**src/rtl/core/rcbw_pkg.sv**
```systemverilog
// types, register codes and channel expansion tables for the blit writer
// no dependencies
package rcbw_pkg;

    localparam int PIXEL_W     = 16;
    localparam int SCREEN_W    = 12;
    localparam int ORIGIN_W    = 13;
    localparam int PITCH_W     = 16;
    localparam int ADDR_W      = 28;
    localparam int DATA_W      = 32;
    localparam int COUNT_W     = 3;
    localparam int XOFF_W      = SCREEN_W + 2;
    localparam int CFG_INDEX_W = 3;
    localparam int CFG_DATA_W  = 16;
    localparam int TDATA_W     = 1 + ADDR_W + DATA_W + COUNT_W;

    localparam int QUEUE_DEPTH = 4;
    localparam int QPTR_W      = $clog2(QUEUE_DEPTH);

    localparam int CHAN5_MAX   = 31;
    localparam int CHAN6_MAX   = 63;
    localparam logic [7:0] ALPHA_BYTE = 8'hff;

    typedef enum logic [1:0] {
        DEPTH_16   = 2'd0,
        DEPTH_24   = 2'd1,
        DEPTH_32   = 2'd2,
        DEPTH_NONE = 2'd3
    } depth_t;

    typedef enum logic [CFG_INDEX_W-1:0] {
        REG_DEPTH_MODE    = 3'd0,
        REG_LINE_PITCH    = 3'd1,
        REG_SCREEN_WIDTH  = 3'd2,
        REG_SCREEN_HEIGHT = 3'd3,
        REG_ORIGIN_X      = 3'd4,
        REG_ORIGIN_Y      = 3'd5,
        REG_SOURCE_WIDTH  = 3'd6,
        REG_SOURCE_HEIGHT = 3'd7
    } cfg_reg_t;

    typedef struct packed {
        depth_t                depth_mode;
        logic [PITCH_W-1:0]    line_pitch;
        logic [SCREEN_W-1:0]   screen_width;
        logic [SCREEN_W-1:0]   screen_height;
        logic [ORIGIN_W-1:0]   origin_x;
        logic [ORIGIN_W-1:0]   origin_y;
        logic [SCREEN_W-1:0]   source_width;
        logic [SCREEN_W-1:0]   source_height;
    } cfg_t;

    localparam cfg_t CFG_RESET = '{
        depth_mode:    DEPTH_16,
        line_pitch:    16'd1280,
        screen_width:  12'd640,
        screen_height: 12'd480,
        origin_x:      13'd0,
        origin_y:      13'd0,
        source_width:  12'd640,
        source_height: 12'd480
    };

    // one classified pixel on its way from the front to the back
    typedef struct packed {
        logic [PIXEL_W-1:0]  pixel;
        logic                write;
        logic [SCREEN_W-1:0] dx;
        logic [SCREEN_W-1:0] dy;
        logic                eoi;
    } item_t;

    typedef logic [7:0] exp5_tab_t [32];
    typedef logic [7:0] exp6_tab_t [64];

    function automatic exp5_tab_t build_exp5();
        exp5_tab_t tab;
        for (int i = 0; i < 32; i++) begin
            tab[i] = 8'((i * 255) / CHAN5_MAX);
        end
        return tab;
    endfunction

    function automatic exp6_tab_t build_exp6();
        exp6_tab_t tab;
        for (int i = 0; i < 64; i++) begin
            tab[i] = 8'((i * 255) / CHAN6_MAX);
        end
        return tab;
    endfunction

    localparam exp5_tab_t EXP5_TAB = build_exp5();
    localparam exp6_tab_t EXP6_TAB = build_exp6();

endpackage

```
**src/rtl/core/rcbw_front.sv**
```systemverilog
// front end: accepts pixels, walks the source rectangle and clips to the screen
// depends on rcbw_pkg
module rcbw_front #(
    parameter int COORD_BITS = 12
) (
    input  logic                          aclk,
    input  logic                          aresetn,
    input  rcbw_pkg::cfg_t                cfg,
    input  logic                          s_tvalid,
    output logic                          s_tready,
    input  logic [rcbw_pkg::PIXEL_W-1:0]  s_tdata,   // source_pixel
    input  logic                          q_full,
    output logic                          q_push,
    output rcbw_pkg::item_t               q_item
);

    localparam int WIDE_W = (COORD_BITS > rcbw_pkg::ORIGIN_W) ? COORD_BITS : rcbw_pkg::ORIGIN_W;
    localparam int SUM_W  = WIDE_W + 2;
    localparam int CMP_W  = ((COORD_BITS > rcbw_pkg::SCREEN_W) ? COORD_BITS
                                                               : rcbw_pkg::SCREEN_W) + 1;

    logic [COORD_BITS-1:0] col_reg, col_next;
    logic [COORD_BITS-1:0] row_reg, row_next;
    logic                  accept;
    logic [SUM_W-1:0]      dx_sum, dy_sum;
    logic                  vis_x, vis_y;
    logic [CMP_W-1:0]      col_inc, row_inc;
    logic                  last_col, last_row;

    assign s_tready = !q_full;
    assign accept   = s_tvalid && !q_full;
    assign q_push   = accept;

    // signed screen position, two's complement in SUM_W bits
    assign dx_sum = {{(SUM_W-rcbw_pkg::ORIGIN_W){cfg.origin_x[rcbw_pkg::ORIGIN_W-1]}},
                     cfg.origin_x} + SUM_W'(col_reg);
    assign dy_sum = {{(SUM_W-rcbw_pkg::ORIGIN_W){cfg.origin_y[rcbw_pkg::ORIGIN_W-1]}},
                     cfg.origin_y} + SUM_W'(row_reg);

    assign vis_x = !dx_sum[SUM_W-1] && (dx_sum[SUM_W-2:0] < (SUM_W-1)'(cfg.screen_width));
    assign vis_y = !dy_sum[SUM_W-1] && (dy_sum[SUM_W-2:0] < (SUM_W-1)'(cfg.screen_height));

    assign col_inc  = CMP_W'(col_reg) + CMP_W'(1);
    assign row_inc  = CMP_W'(row_reg) + CMP_W'(1);
    // a zero size always counts as the last position
    assign last_col = (col_inc >= CMP_W'(cfg.source_width)) || (col_reg == '1);
    assign last_row = (row_inc >= CMP_W'(cfg.source_height)) || (row_reg == '1);

    always_comb begin
        col_next = col_reg;
        row_next = row_reg;
        if (accept) begin
            if (last_col) begin
                col_next = '0;
                row_next = last_row ? '0 : row_inc[COORD_BITS-1:0];
            end else begin
                col_next = col_inc[COORD_BITS-1:0];
            end
        end
    end

    always_ff @(posedge aclk) begin
        if (!aresetn) begin
            col_reg <= '0;
            row_reg <= '0;
        end else begin
            col_reg <= col_next;
            row_reg <= row_next;
        end
    end

    assign q_item.pixel = s_tdata;
    assign q_item.write = vis_x && vis_y && (cfg.depth_mode != rcbw_pkg::DEPTH_NONE);
    assign q_item.dx    = dx_sum[rcbw_pkg::SCREEN_W-1:0];
    assign q_item.dy    = dy_sum[rcbw_pkg::SCREEN_W-1:0];
    assign q_item.eoi   = last_col && last_row;

endmodule

```
**src/rtl/core/rcbw_queue.sv**
```systemverilog
// short first-in first-out queue between the front and back ends
// depends on rcbw_pkg
module rcbw_queue (
    input  logic            aclk,
    input  logic            aresetn,
    input  logic            push,
    input  rcbw_pkg::item_t push_item,
    output logic            full,
    output logic            pop_valid,
    input  logic            pop,
    output rcbw_pkg::item_t pop_item
);

    rcbw_pkg::item_t                mem_reg [rcbw_pkg::QUEUE_DEPTH];
    logic [rcbw_pkg::QPTR_W-1:0]    wr_ptr_reg, rd_ptr_reg;
    logic [rcbw_pkg::QPTR_W:0]      count_reg, count_next;
    logic                           do_push, do_pop;

    assign full      = (count_reg == (rcbw_pkg::QPTR_W+1)'(rcbw_pkg::QUEUE_DEPTH));
    assign pop_valid = (count_reg != '0);
    assign do_push   = push && !full;
    assign do_pop    = pop && pop_valid;
    assign pop_item  = mem_reg[rd_ptr_reg];

    always_comb begin
        count_next = count_reg;
        if (do_push && !do_pop) begin
            count_next = count_reg + 1'b1;
        end else if (do_pop && !do_push) begin
            count_next = count_reg - 1'b1;
        end
    end

    always_ff @(posedge aclk) begin
        if (!aresetn) begin
            wr_ptr_reg <= '0;
            rd_ptr_reg <= '0;
            count_reg  <= '0;
        end else begin
            count_reg <= count_next;
            if (do_push) begin
                wr_ptr_reg <= wr_ptr_reg + 1'b1;
            end
            if (do_pop) begin
                rd_ptr_reg <= rd_ptr_reg + 1'b1;
            end
        end
    end

    always_ff @(posedge aclk) begin
        if (do_push) begin
            mem_reg[wr_ptr_reg] <= push_item;
        end
    end

endmodule

```
**src/rtl/core/rcbw_back.sv**
```systemverilog
// back end: packs pixel data, forms the byte address, drives the result stream
// depends on rcbw_pkg
module rcbw_back (
    input  logic                          aclk,
    input  logic                          aresetn,
    input  rcbw_pkg::cfg_t                cfg,
    input  logic                          q_valid,
    input  rcbw_pkg::item_t               q_item,
    output logic                          q_pop,
    output logic                          m_tvalid,
    input  logic                          m_tready,
    output logic [rcbw_pkg::TDATA_W-1:0]  m_tdata,   // write_enable, byte_address,
                                                     // write_data, byte_count
    output logic                          m_tlast    // end_of_image
);

    logic                           a_valid_reg;
    logic [rcbw_pkg::ADDR_W-1:0]    a_prod_reg;
    logic [rcbw_pkg::XOFF_W-1:0]    a_xoff_reg;
    logic [rcbw_pkg::DATA_W-1:0]    a_data_reg;
    logic [rcbw_pkg::COUNT_W-1:0]   a_count_reg;
    logic                           a_write_reg;
    logic                           a_eoi_reg;

    logic                           m_valid_reg;
    logic                           m_write_reg;
    logic [rcbw_pkg::ADDR_W-1:0]    m_addr_reg;
    logic [rcbw_pkg::DATA_W-1:0]    m_data_reg;
    logic [rcbw_pkg::COUNT_W-1:0]   m_count_reg;
    logic                           m_eoi_reg;

    logic                           out_free, a_free;
    logic [7:0]                     red, green, blue;
    logic [rcbw_pkg::DATA_W-1:0]    data_next;
    logic [rcbw_pkg::XOFF_W-1:0]    xoff_next;
    logic [rcbw_pkg::COUNT_W-1:0]   count_next;
    logic [rcbw_pkg::ADDR_W-1:0]    prod_next;
    logic [rcbw_pkg::ADDR_W-1:0]    addr_next;

    assign out_free = !m_valid_reg || m_tready;
    assign a_free   = !a_valid_reg || out_free;
    assign q_pop    = q_valid && a_free;

    assign red   = rcbw_pkg::EXP5_TAB[q_item.pixel[15:11]];
    assign green = rcbw_pkg::EXP6_TAB[q_item.pixel[10:5]];
    assign blue  = rcbw_pkg::EXP5_TAB[q_item.pixel[4:0]];

    always_comb begin
        data_next  = '0;
        xoff_next  = '0;
        count_next = '0;
        if (q_item.write) begin
            case (cfg.depth_mode)
                rcbw_pkg::DEPTH_16: begin
                    data_next  = rcbw_pkg::DATA_W'(q_item.pixel);
                    xoff_next  = {1'b0, q_item.dx, 1'b0};
                    count_next = rcbw_pkg::COUNT_W'(2);
                end
                rcbw_pkg::DEPTH_24: begin
                    data_next  = {8'h00, red, green, blue};
                    xoff_next  = {1'b0, q_item.dx, 1'b0} + rcbw_pkg::XOFF_W'(q_item.dx);
                    count_next = rcbw_pkg::COUNT_W'(3);
                end
                rcbw_pkg::DEPTH_32: begin
                    data_next  = {rcbw_pkg::ALPHA_BYTE, red, green, blue};
                    xoff_next  = {q_item.dx, 2'b00};
                    count_next = rcbw_pkg::COUNT_W'(4);
                end
                default: begin
                    data_next  = '0;
                    xoff_next  = '0;
                    count_next = '0;
                end
            endcase
        end
    end

    // line offset; the address keeps only the low bits of the sum
    assign prod_next = rcbw_pkg::ADDR_W'(q_item.dy) * rcbw_pkg::ADDR_W'(cfg.line_pitch);
    assign addr_next = a_write_reg ? (a_prod_reg + rcbw_pkg::ADDR_W'(a_xoff_reg)) : '0;

    always_ff @(posedge aclk) begin
        if (!aresetn) begin
            a_valid_reg <= 1'b0;
            m_valid_reg <= 1'b0;
        end else begin
            if (a_free) begin
                a_valid_reg <= q_valid;
            end
            if (out_free) begin
                m_valid_reg <= a_valid_reg;
            end
        end
    end

    always_ff @(posedge aclk) begin
        if (q_pop) begin
            a_prod_reg  <= prod_next;
            a_xoff_reg  <= xoff_next;
            a_data_reg  <= data_next;
            a_count_reg <= count_next;
            a_write_reg <= q_item.write;
            a_eoi_reg   <= q_item.eoi;
        end
        if (out_free && a_valid_reg) begin
            m_write_reg <= a_write_reg;
            m_addr_reg  <= addr_next;
            m_data_reg  <= a_data_reg;
            m_count_reg <= a_count_reg;
            m_eoi_reg   <= a_eoi_reg;
        end
    end

    assign m_tvalid = m_valid_reg;
    assign m_tdata  = {m_count_reg, m_data_reg, m_addr_reg, m_write_reg};
    assign m_tlast  = m_eoi_reg;

endmodule

```
**src/rtl/core/rgb565_clipped_blit_writer.sv**
```systemverilog
// rgb565 clipped blit writer: one pixel in, one framebuffer write descriptor out
// throughput one pixel per clock while the output is not stalled; a result passes from its
// input transaction through the queue, then the multiply stage, then the output register
// the four-entry queue lets input run on until it fills while the output stalls
// aresetn (synchronous) clears counters, queue, valid flags and loads register defaults
// depends on rcbw_pkg, rcbw_front, rcbw_queue, rcbw_back
module rgb565_clipped_blit_writer #(
    parameter int COORD_BITS = 12
) (
    input  logic                              aclk,
    input  logic                              aresetn,
    input  logic                              cfg_valid,
    output logic                              cfg_ready,
    input  logic [rcbw_pkg::CFG_INDEX_W-1:0]  cfg_index,
    input  logic [rcbw_pkg::CFG_DATA_W-1:0]   cfg_data,
    input  logic                              s_tvalid,
    output logic                              s_tready,
    input  logic [rcbw_pkg::PIXEL_W-1:0]      s_tdata,   // source_pixel
    output logic                              m_tvalid,
    input  logic                              m_tready,
    output logic [rcbw_pkg::TDATA_W-1:0]      m_tdata,   // write_enable, byte_address,
                                                         // write_data, byte_count
    output logic                              m_tlast    // end_of_image
);

    rcbw_pkg::cfg_t  cfg_reg;
    logic            q_full, q_push, q_valid, q_pop;
    rcbw_pkg::item_t push_item, pop_item;

    assign cfg_ready = 1'b1;

    always_ff @(posedge aclk) begin
        if (!aresetn) begin
            cfg_reg <= rcbw_pkg::CFG_RESET;
        end else if (cfg_valid) begin
            case (rcbw_pkg::cfg_reg_t'(cfg_index))
                rcbw_pkg::REG_DEPTH_MODE:
                    cfg_reg.depth_mode <= rcbw_pkg::depth_t'(cfg_data[1:0]);
                rcbw_pkg::REG_LINE_PITCH:
                    cfg_reg.line_pitch <= cfg_data;
                rcbw_pkg::REG_SCREEN_WIDTH:
                    cfg_reg.screen_width <= cfg_data[rcbw_pkg::SCREEN_W-1:0];
                rcbw_pkg::REG_SCREEN_HEIGHT:
                    cfg_reg.screen_height <= cfg_data[rcbw_pkg::SCREEN_W-1:0];
                rcbw_pkg::REG_ORIGIN_X:
                    cfg_reg.origin_x <= cfg_data[rcbw_pkg::ORIGIN_W-1:0];
                rcbw_pkg::REG_ORIGIN_Y:
                    cfg_reg.origin_y <= cfg_data[rcbw_pkg::ORIGIN_W-1:0];
                rcbw_pkg::REG_SOURCE_WIDTH:
                    cfg_reg.source_width <= cfg_data[rcbw_pkg::SCREEN_W-1:0];
                rcbw_pkg::REG_SOURCE_HEIGHT:
                    cfg_reg.source_height <= cfg_data[rcbw_pkg::SCREEN_W-1:0];
                default: cfg_reg <= cfg_reg;
            endcase
        end
    end

    rcbw_front #(
        .COORD_BITS(COORD_BITS)
    ) u_front (
        .aclk     (aclk),
        .aresetn  (aresetn),
        .cfg      (cfg_reg),
        .s_tvalid (s_tvalid),
        .s_tready (s_tready),
        .s_tdata  (s_tdata),
        .q_full   (q_full),
        .q_push   (q_push),
        .q_item   (push_item)
    );

    rcbw_queue u_queue (
        .aclk      (aclk),
        .aresetn   (aresetn),
        .push      (q_push),
        .push_item (push_item),
        .full      (q_full),
        .pop_valid (q_valid),
        .pop       (q_pop),
        .pop_item  (pop_item)
    );

    rcbw_back u_back (
        .aclk     (aclk),
        .aresetn  (aresetn),
        .cfg      (cfg_reg),
        .q_valid  (q_valid),
        .q_item   (pop_item),
        .q_pop    (q_pop),
        .m_tvalid (m_tvalid),
        .m_tready (m_tready),
        .m_tdata  (m_tdata),
        .m_tlast  (m_tlast)
    );

endmodule

```
**config.mk**
```make
export PLATFORM = sky130hd
export DESIGN_NAME = rgb565_clipped_blit_writer
export DESIGN_NICKNAME = d
export VERILOG_FILES = /design/src/rtl/core/rcbw_pkg.sv /design/src/rtl/core/rcbw_front.sv /design/src/rtl/core/rcbw_queue.sv /design/src/rtl/core/rcbw_back.sv /design/src/rtl/core/rgb565_clipped_blit_writer.sv
export SDC_FILE = /design/constraint.sdc
export NUM_CORES = 1
export LEC_CHECK = 0
export BUFFER_PORTS_ARGS = -buffer_cell sky130_fd_sc_hd__buf_2
export CAP_MARGIN = 20
export CORE_MARGIN = 2
export CORE_UTILIZATION = 25
export CTS_CLUSTER_DIAMETER = 200
export DETAILED_ROUTE_END_ITERATION = 16
export PLACE_DENSITY = 0.43
export SLEW_MARGIN = 40
export SYNTH_ARGS = -nofsm -noshare
export SYNTH_HDL_FRONTEND = slang
export SYNTH_HIERARCHICAL = 1
export SYNTH_SLANG_ARGS = --single-unit
```
**constraint.sdc**
```tcl
create_clock -name aclk -period 11.2 [get_ports aclk]
set_clock_uncertainty 0.05 [all_clocks]
set_input_delay 0 -clock aclk [delete_from_list [all_inputs] [get_ports aclk]]
set_output_delay 0 -clock aclk [all_outputs]
set_load 0.02 [all_outputs]
```
# Word level (Yosys, flattened, before mapping)
# Memory sizes are Yosys's and may differ from the RTL's. A register that Yosys moved wholly into a read port is not among the register bits.
# Cells that the tools add are included.
dict set report word_totals {
  register_bits 269
  ram_bits 168
  rom_bits 1024
  input_bits 40
  output_inout_bits 68
  word_cells 117
  memories 4
}
# name depth word_bits rd rd_clocked_by_memory_dff wr line
set mem_list {}
lappend mem_list {{(name not given)} 64 8 1 0 0 rcbw_back.sv:45} ;# assign green = rcbw_pkg::EXP6_TAB[q_item.pixel[10:5]];
lappend mem_list {{(name not given)} 32 8 1 0 0 rcbw_back.sv:46} ;# assign blue = rcbw_pkg::EXP5_TAB[q_item.pixel[4:0]];
lappend mem_list {{(name not given)} 32 8 1 0 0 rcbw_back.sv:44} ;# assign red = rcbw_pkg::EXP5_TAB[q_item.pixel[15:11]];
lappend mem_list {u_queue.mem_reg 4 42 1 1 1 rcbw_queue.sv:14} ;# rcbw_pkg::item_t mem_reg [rcbw_pkg::QUEUE_DEPTH];
dict set report op_classes {
  n_addsub 10
  mul 1
  magnitude_cmp 7
  eq_ne 13
  muxes 17
  bitwise_logic 3
  n_reduce_logical 36
}
# operator count
set ops {}
lappend ops {{$pmux 32 s3} 1}
lappend ops {{$mux 8} 6}
lappend ops {{$pmux 14 s3} 1}
lappend ops {{$add 13x13->14} 2}
lappend ops {{$add 28x14->28} 1}
lappend ops {{$lt 14x12->1} 2}
lappend ops {{$mul 12x16->28} 1}
lappend ops {{$add 12x1->13 const B} 2}
lappend ops {{$ge 13x12->1} 2}
lappend ops {{$eq 12x12->1 const B} 2}
lappend ops {{$mux 12} 2}
lappend ops {{$reduce_and 2->1} 9}
lappend ops {{$eq 3x3->1 const B} 5}
lappend ops {{$add 13x12->14} 1}
lappend ops {{$ge 6x6->1 const B} 2}
lappend ops {{$logic_and 1x1->1} 12}
lappend ops {{$not 5->6} 2}
lappend ops {{$pmux 3 s3} 1}
lappend ops {{$ge 7x7->1 const B} 1}
lappend ops {{$logic_not 1->1} 7}
lappend ops {{$not 6->7} 1}
lappend ops {{$eq 3x2->1 const B} 2}
lappend ops {{$mux 3} 2}
lappend ops {{$add 2x1->2 const B} 2}
lappend ops {{other kinds (13)} 18}

# Depth between registers and ports, before layout
dict set report depth {
  word_depth 8
  ltp_mapped 24
  mapped_depth_nobuf 20
}

# By module
# The synthesis kept the hierarchy.
# mod instances cells_per_inst area_per_inst_um2 seq_area_each_um2
set by_module_without_submodules {}
lappend by_module_without_submodules {rcbw_back 1 1271 12660.9 3883.7}
lappend by_module_without_submodules {rcbw_queue 1 268 6590.1 5225.0}
lappend by_module_without_submodules {rcbw_front 1 508 3808.7 480.5}
lappend by_module_without_submodules {rgb565_clipped_blit_writer 1 335 3494.6 1841.8}

# Worst setup path after synthesis
# Ideal clock, no wire load.
dict set report synth_timing {
  path_kind {reg2reg}
  from {reg u_queue/count_reg[0] (netlist bit)}
  to {reg u_queue/count_reg[2] (netlist bit)}
  setup_time_ns 0.076
  t_arrival_ns 7.616
  t_required_ns 11.074
  slack_ns 3.458
  path_stages_with_launch 10
  n_path_buf 0
  period_less_slack_ns 7.742
  path_cell_list {dfxtp_1 or3_1 a21boi_0 o31ai_2 ha_1 inv_1 fa_1 xor2_1 or3_1 a21boi_0}
}
dict set report synth_between {
  word_cells_on_any_way 16
  cone_classes {add/sub: 2; eq/ne: 1; mux: 2; reduce/logical: 11}
}
# item line
set synth_rtl {}
lappend synth_rtl {{start: declaration} rcbw_queue.sv:16} ;# logic [rcbw_pkg::QPTR_W:0] count_reg, count_next;
lappend synth_rtl {{start signal: assignment} rcbw_queue.sv:40} ;# count_reg <= count_next;
lappend synth_rtl {{$reduce_bool 3->1 (*)} rcbw_queue.sv:20} ;# assign pop_valid = (count_reg != '0);
lappend synth_rtl {{named net q_valid} rgb565_clipped_blit_writer.sv:27} ;# logic q_full, q_push, q_valid, q_pop;
lappend synth_rtl {{$logic_and 1x1->1 (*)} rcbw_back.sv:42} ;# assign q_pop = q_valid && a_free;
lappend synth_rtl {{named net q_pop} rgb565_clipped_blit_writer.sv:27}
lappend synth_rtl {{$logic_and 1x1->1 (*)} rcbw_queue.sv:22} ;# assign do_pop = pop && pop_valid;
lappend synth_rtl {{$logic_not 1->1} rcbw_queue.sv:27} ;# if (do_push && !do_pop) begin
lappend synth_rtl {{$logic_and 1x1->1} rcbw_queue.sv:27}
lappend synth_rtl {{$mux 3 or $reduce_bool 2->1 (tied branches)} -}
# Mark *: on every way through the listed nets, which the timed path passes. The rest lies on a longest branch. The select of a mux whose other input is x is not followed.
# A chain may end at the register's enable or synchronous reset.

==> impl_metrics.env <==
export IMPL_fin_crit_sh=0.653
export IMPL_netlist_instances=2382
export IMPL_htree_levels=2
export IMPL_overflow=0
export IMPL_postCtsSetupRepairBufs=0
export IMPL_post_route_min_period_ps=7310
export IMPL_combPwrFrac=0.388
export IMPL_crit_slowest_cell="mux4_2"
export IMPL_wl_per_cell_um=16.2
export IMPL_switching_share=0.364
export IMPL_synth_edf_count=296
export IMPL_synthesis_nets=2736
export IMPL_vias_per_cell=4.43
export IMPL_cp_end_kind="flip-flop"
export IMPL_seqPwrFrac=0.353
export IMPL_cts_sink_count=423
export IMPL_grt_max_degree=77
export IMPL_synth_top_cell_by_area="edfxtp_1"
export IMPL_placementRows=119
export IMPL_grt_pass1_vias=17474
export IMPL_fin_cells=3902
export IMPL_cp_top_family="adder cells"
export IMPL_io_pins=108
export IMPL_cts_buffer_depth=3
export IMPL_drtIter0Drc=825
export IMPL_holdWs_ps=67.7
export IMPL_critPathMostFrequentCell="fa_1"
export IMPL_cts_buffers=49
export IMPL_fin_setup_tns_ps=0
export IMPL_dp_final_hpwl_um=46600
export IMPL_die_area_sq_um=109000
export IMPL_worst_slack_ps=3890
export IMPL_placed_area_sq_um=28300
export IMPL_dieHeight_um=330
export IMPL_synth_most_common_cell="nand2_1"
export IMPL_first_pass_iters=5
export IMPL_pwr_share_clk=0.259
export IMPL_slowest_delay_ps=730
export IMPL_finalInstanceArea_sq_um=30400
export IMPL_portBuffers=106
export IMPL_path_max_fanout=24
export IMPL_p_int_mw=4.10
export IMPL_ys_seq_area_frac=0.430
export IMPL_setup_worst_path_start_class="flip-flop"
export IMPL_largest_reg_flops=168
export IMPL_synth_area_leaders="edfxtp_1, fa_1, dfxtp_1"
export IMPL_synth_top_area_share=0.335
export IMPL_utilization=0.289
export IMPL_track_usage=0.116
export IMPL_cts_tree="done"
export IMPL_path_cells="buf_4 -> mux4_2 -> nand2_1 -> fa_1 -> fa_1 -> inv_1 -> fa_1 -> fa_1 -> inv_1 -> fa_1 -> inv_1 -> ha_1 -> and2_1 -> or4_1 -> o21ai_2 -> nor4_1 -> o32a_1 -> a311oi_2 -> xnor2_1"
export IMPL_clk_pin_slew_ps=60
export IMPL_pre_cts_ws_ps=3840
export IMPL_syn_avg_cell_area_sq_um=11.1
export IMPL_layout_drive_gt1_share=0.110
export IMPL_synth_common_cells="nand2_1, edfxtp_1, inv_1"
export IMPL_crit_arrival_ps=7600
export IMPL_p_per_area_nw_per_um2=212
export IMPL_ant_nets=0
export IMPL_chipWidth_um=330
export IMPL_core_area_sq_um=105000
export IMPL_setup_worst_path_class="reg -> reg"
export IMPL_slew_headroom=0.467
export IMPL_power_leakage_nw=12.6
export IMPL_ys_flop_type="edfxtp_1"
export IMPL_hold_violations=0
export IMPL_rsz0062_at_grt="no"
export IMPL_synth_area_sq_um=26600
export IMPL_finalPower_mw=6.44
export IMPL_grt_pass1_wl_um=100000
export IMPL_synth_seq_cells=423
export IMPL_synth_cell_types=93
export IMPL_clkLatencyLatePin_ps=620
export IMPL_cp_required_ps=11490
export IMPL_start_util=0.252
export IMPL_grt_antenna_before_repair=0
export IMPL_setup_viol=0
export IMPL_status="complete, no violations"
export IMPL_root_buffer="clkbuf_16"
export IMPL_globalplace_congestion=0.837
export IMPL_ys_warn_count=6
export IMPL_syn2layout_area_growth_pct=14.5
export IMPL_vdd_drop_max_mv=0.107
export IMPL_totalWireLength_um=63300
export IMPL_final_max_slew_violation_count=0
export IMPL_crit_buf_inv=4
export IMPL_hold_class="in -> reg"
export IMPL_num_vias=17269
export IMPL_max_freq_mhz=137
export IMPL_p_switching_mw=2.34
export IMPL_synth_async_sr_flop_share=0
export IMPL_diodes=0
export IMPL_worst_pin_slew_ps=798
export IMPL_maxCapViolCount=0
export IMPL_finalNetCount=2825
export IMPL_place_inst=3772
export IMPL_route_detailed_drc=0
==> cells in the final DEF, fill, tap and decap left out, drive strengths merged, types with 7 or more instances in the layout <==
cell type	synthesis	layout
nor2b	50	50
a31oi	12	12
and3	19	19
nand4	15	15
bufinv	0	7
o211ai	11	11
nor3b	11	11
ha	169	169
mux2i	113	113
o21ai	66	66
nand2b	18	18
dlygate4sd3	0	36
a211oi	20	20
edfxtp	296	296
nor2	61	61
fa	145	145
inv	267	271
or3	25	25
nand2	311	311
nor3	8	8
xor2	25	25
nand3	35	35
buf	58	124
a21o	38	38
o31ai	10	10
a21boi	11	11
o21bai	7	7
and2	100	100
clkinv	0	16
mux4	42	42
clkbuf	64	59
a21oi	85	85
o22ai	16	16
dfxtp	127	127
xnor2	53	53
o21a	16	16
==> power groups by stage <==
stage               Clock, mW  Sequential [mW]  Combinational (mW)
floorplan                   0             2.37                1.86
global placement            0             2.32                2.46
detailed placement          0             2.32                2.50
CTS                      1.73             2.29                2.53
global route             1.79             2.31                2.84
finish                   1.67             2.28                2.50
==> cells by family after synthesis <==
group	count (synthesis)	synth area share
flip-flops	423	0.430
multiplexers	155	0.0782
AO/OA/AOI/OAI	341	0.0855
adder cells (fa/ha/maj)	314	0.189
XOR/XNOR	78	0.0257
buffers and inverters	389	0.0635
AND/OR/NAND/NOR	681	0.127
other	1	0.000141
==> layout make-up <==
cell class,count,area (sq um)
clock buffers,59,1260
clock inverters,32,432
fillers,10796,74900
inverters,267,1000
multi-input cells,1570,13500
flip-flops and latches,423,11400
well taps,1391,1740
repair buffers,160,1050
==> per-layer routing <==
metal  up-vias  share of wire  wire [um]  GRT usage
li1       8412              -          -          -
met1      8526           0.49      31200      0.164
met2       258           0.46      29000      0.187
met3        73          0.032       2040     0.0172
met4         0          0.017       1100     0.0279
met5         -              0          0          0
==> timing repair <==
item | in CTS | in global routing
endpoints found under the setup margin | 0 | 0
endpoints found under the hold margin | 166 | 0
gates resized for setup | 0 | 0
hold buffers | 36 | 0
==> tightest hold or removal path, stage by stage <==
cell     delay, ps
buf_2           90
nand2_1        440
mux2i_1        130
==> final timing paths <==
kind | start | slack, ps | cells after the start | endpoint
hold / removal | cfg_data[11] | 70 | 3 | cfg_reg[23]
setup reg to reg | flip-flop | 3890 | 19 | u_back/a_prod_reg[26]
hold reg to reg | u_back/a_data_reg[15] | 370 | 0 | u_back/m_data_reg[15]
setup / recovery | flip-flop | 3890 | 19 | u_back/a_prod_reg[26]
No activity file was read; power rests on OpenSTA's default activity.
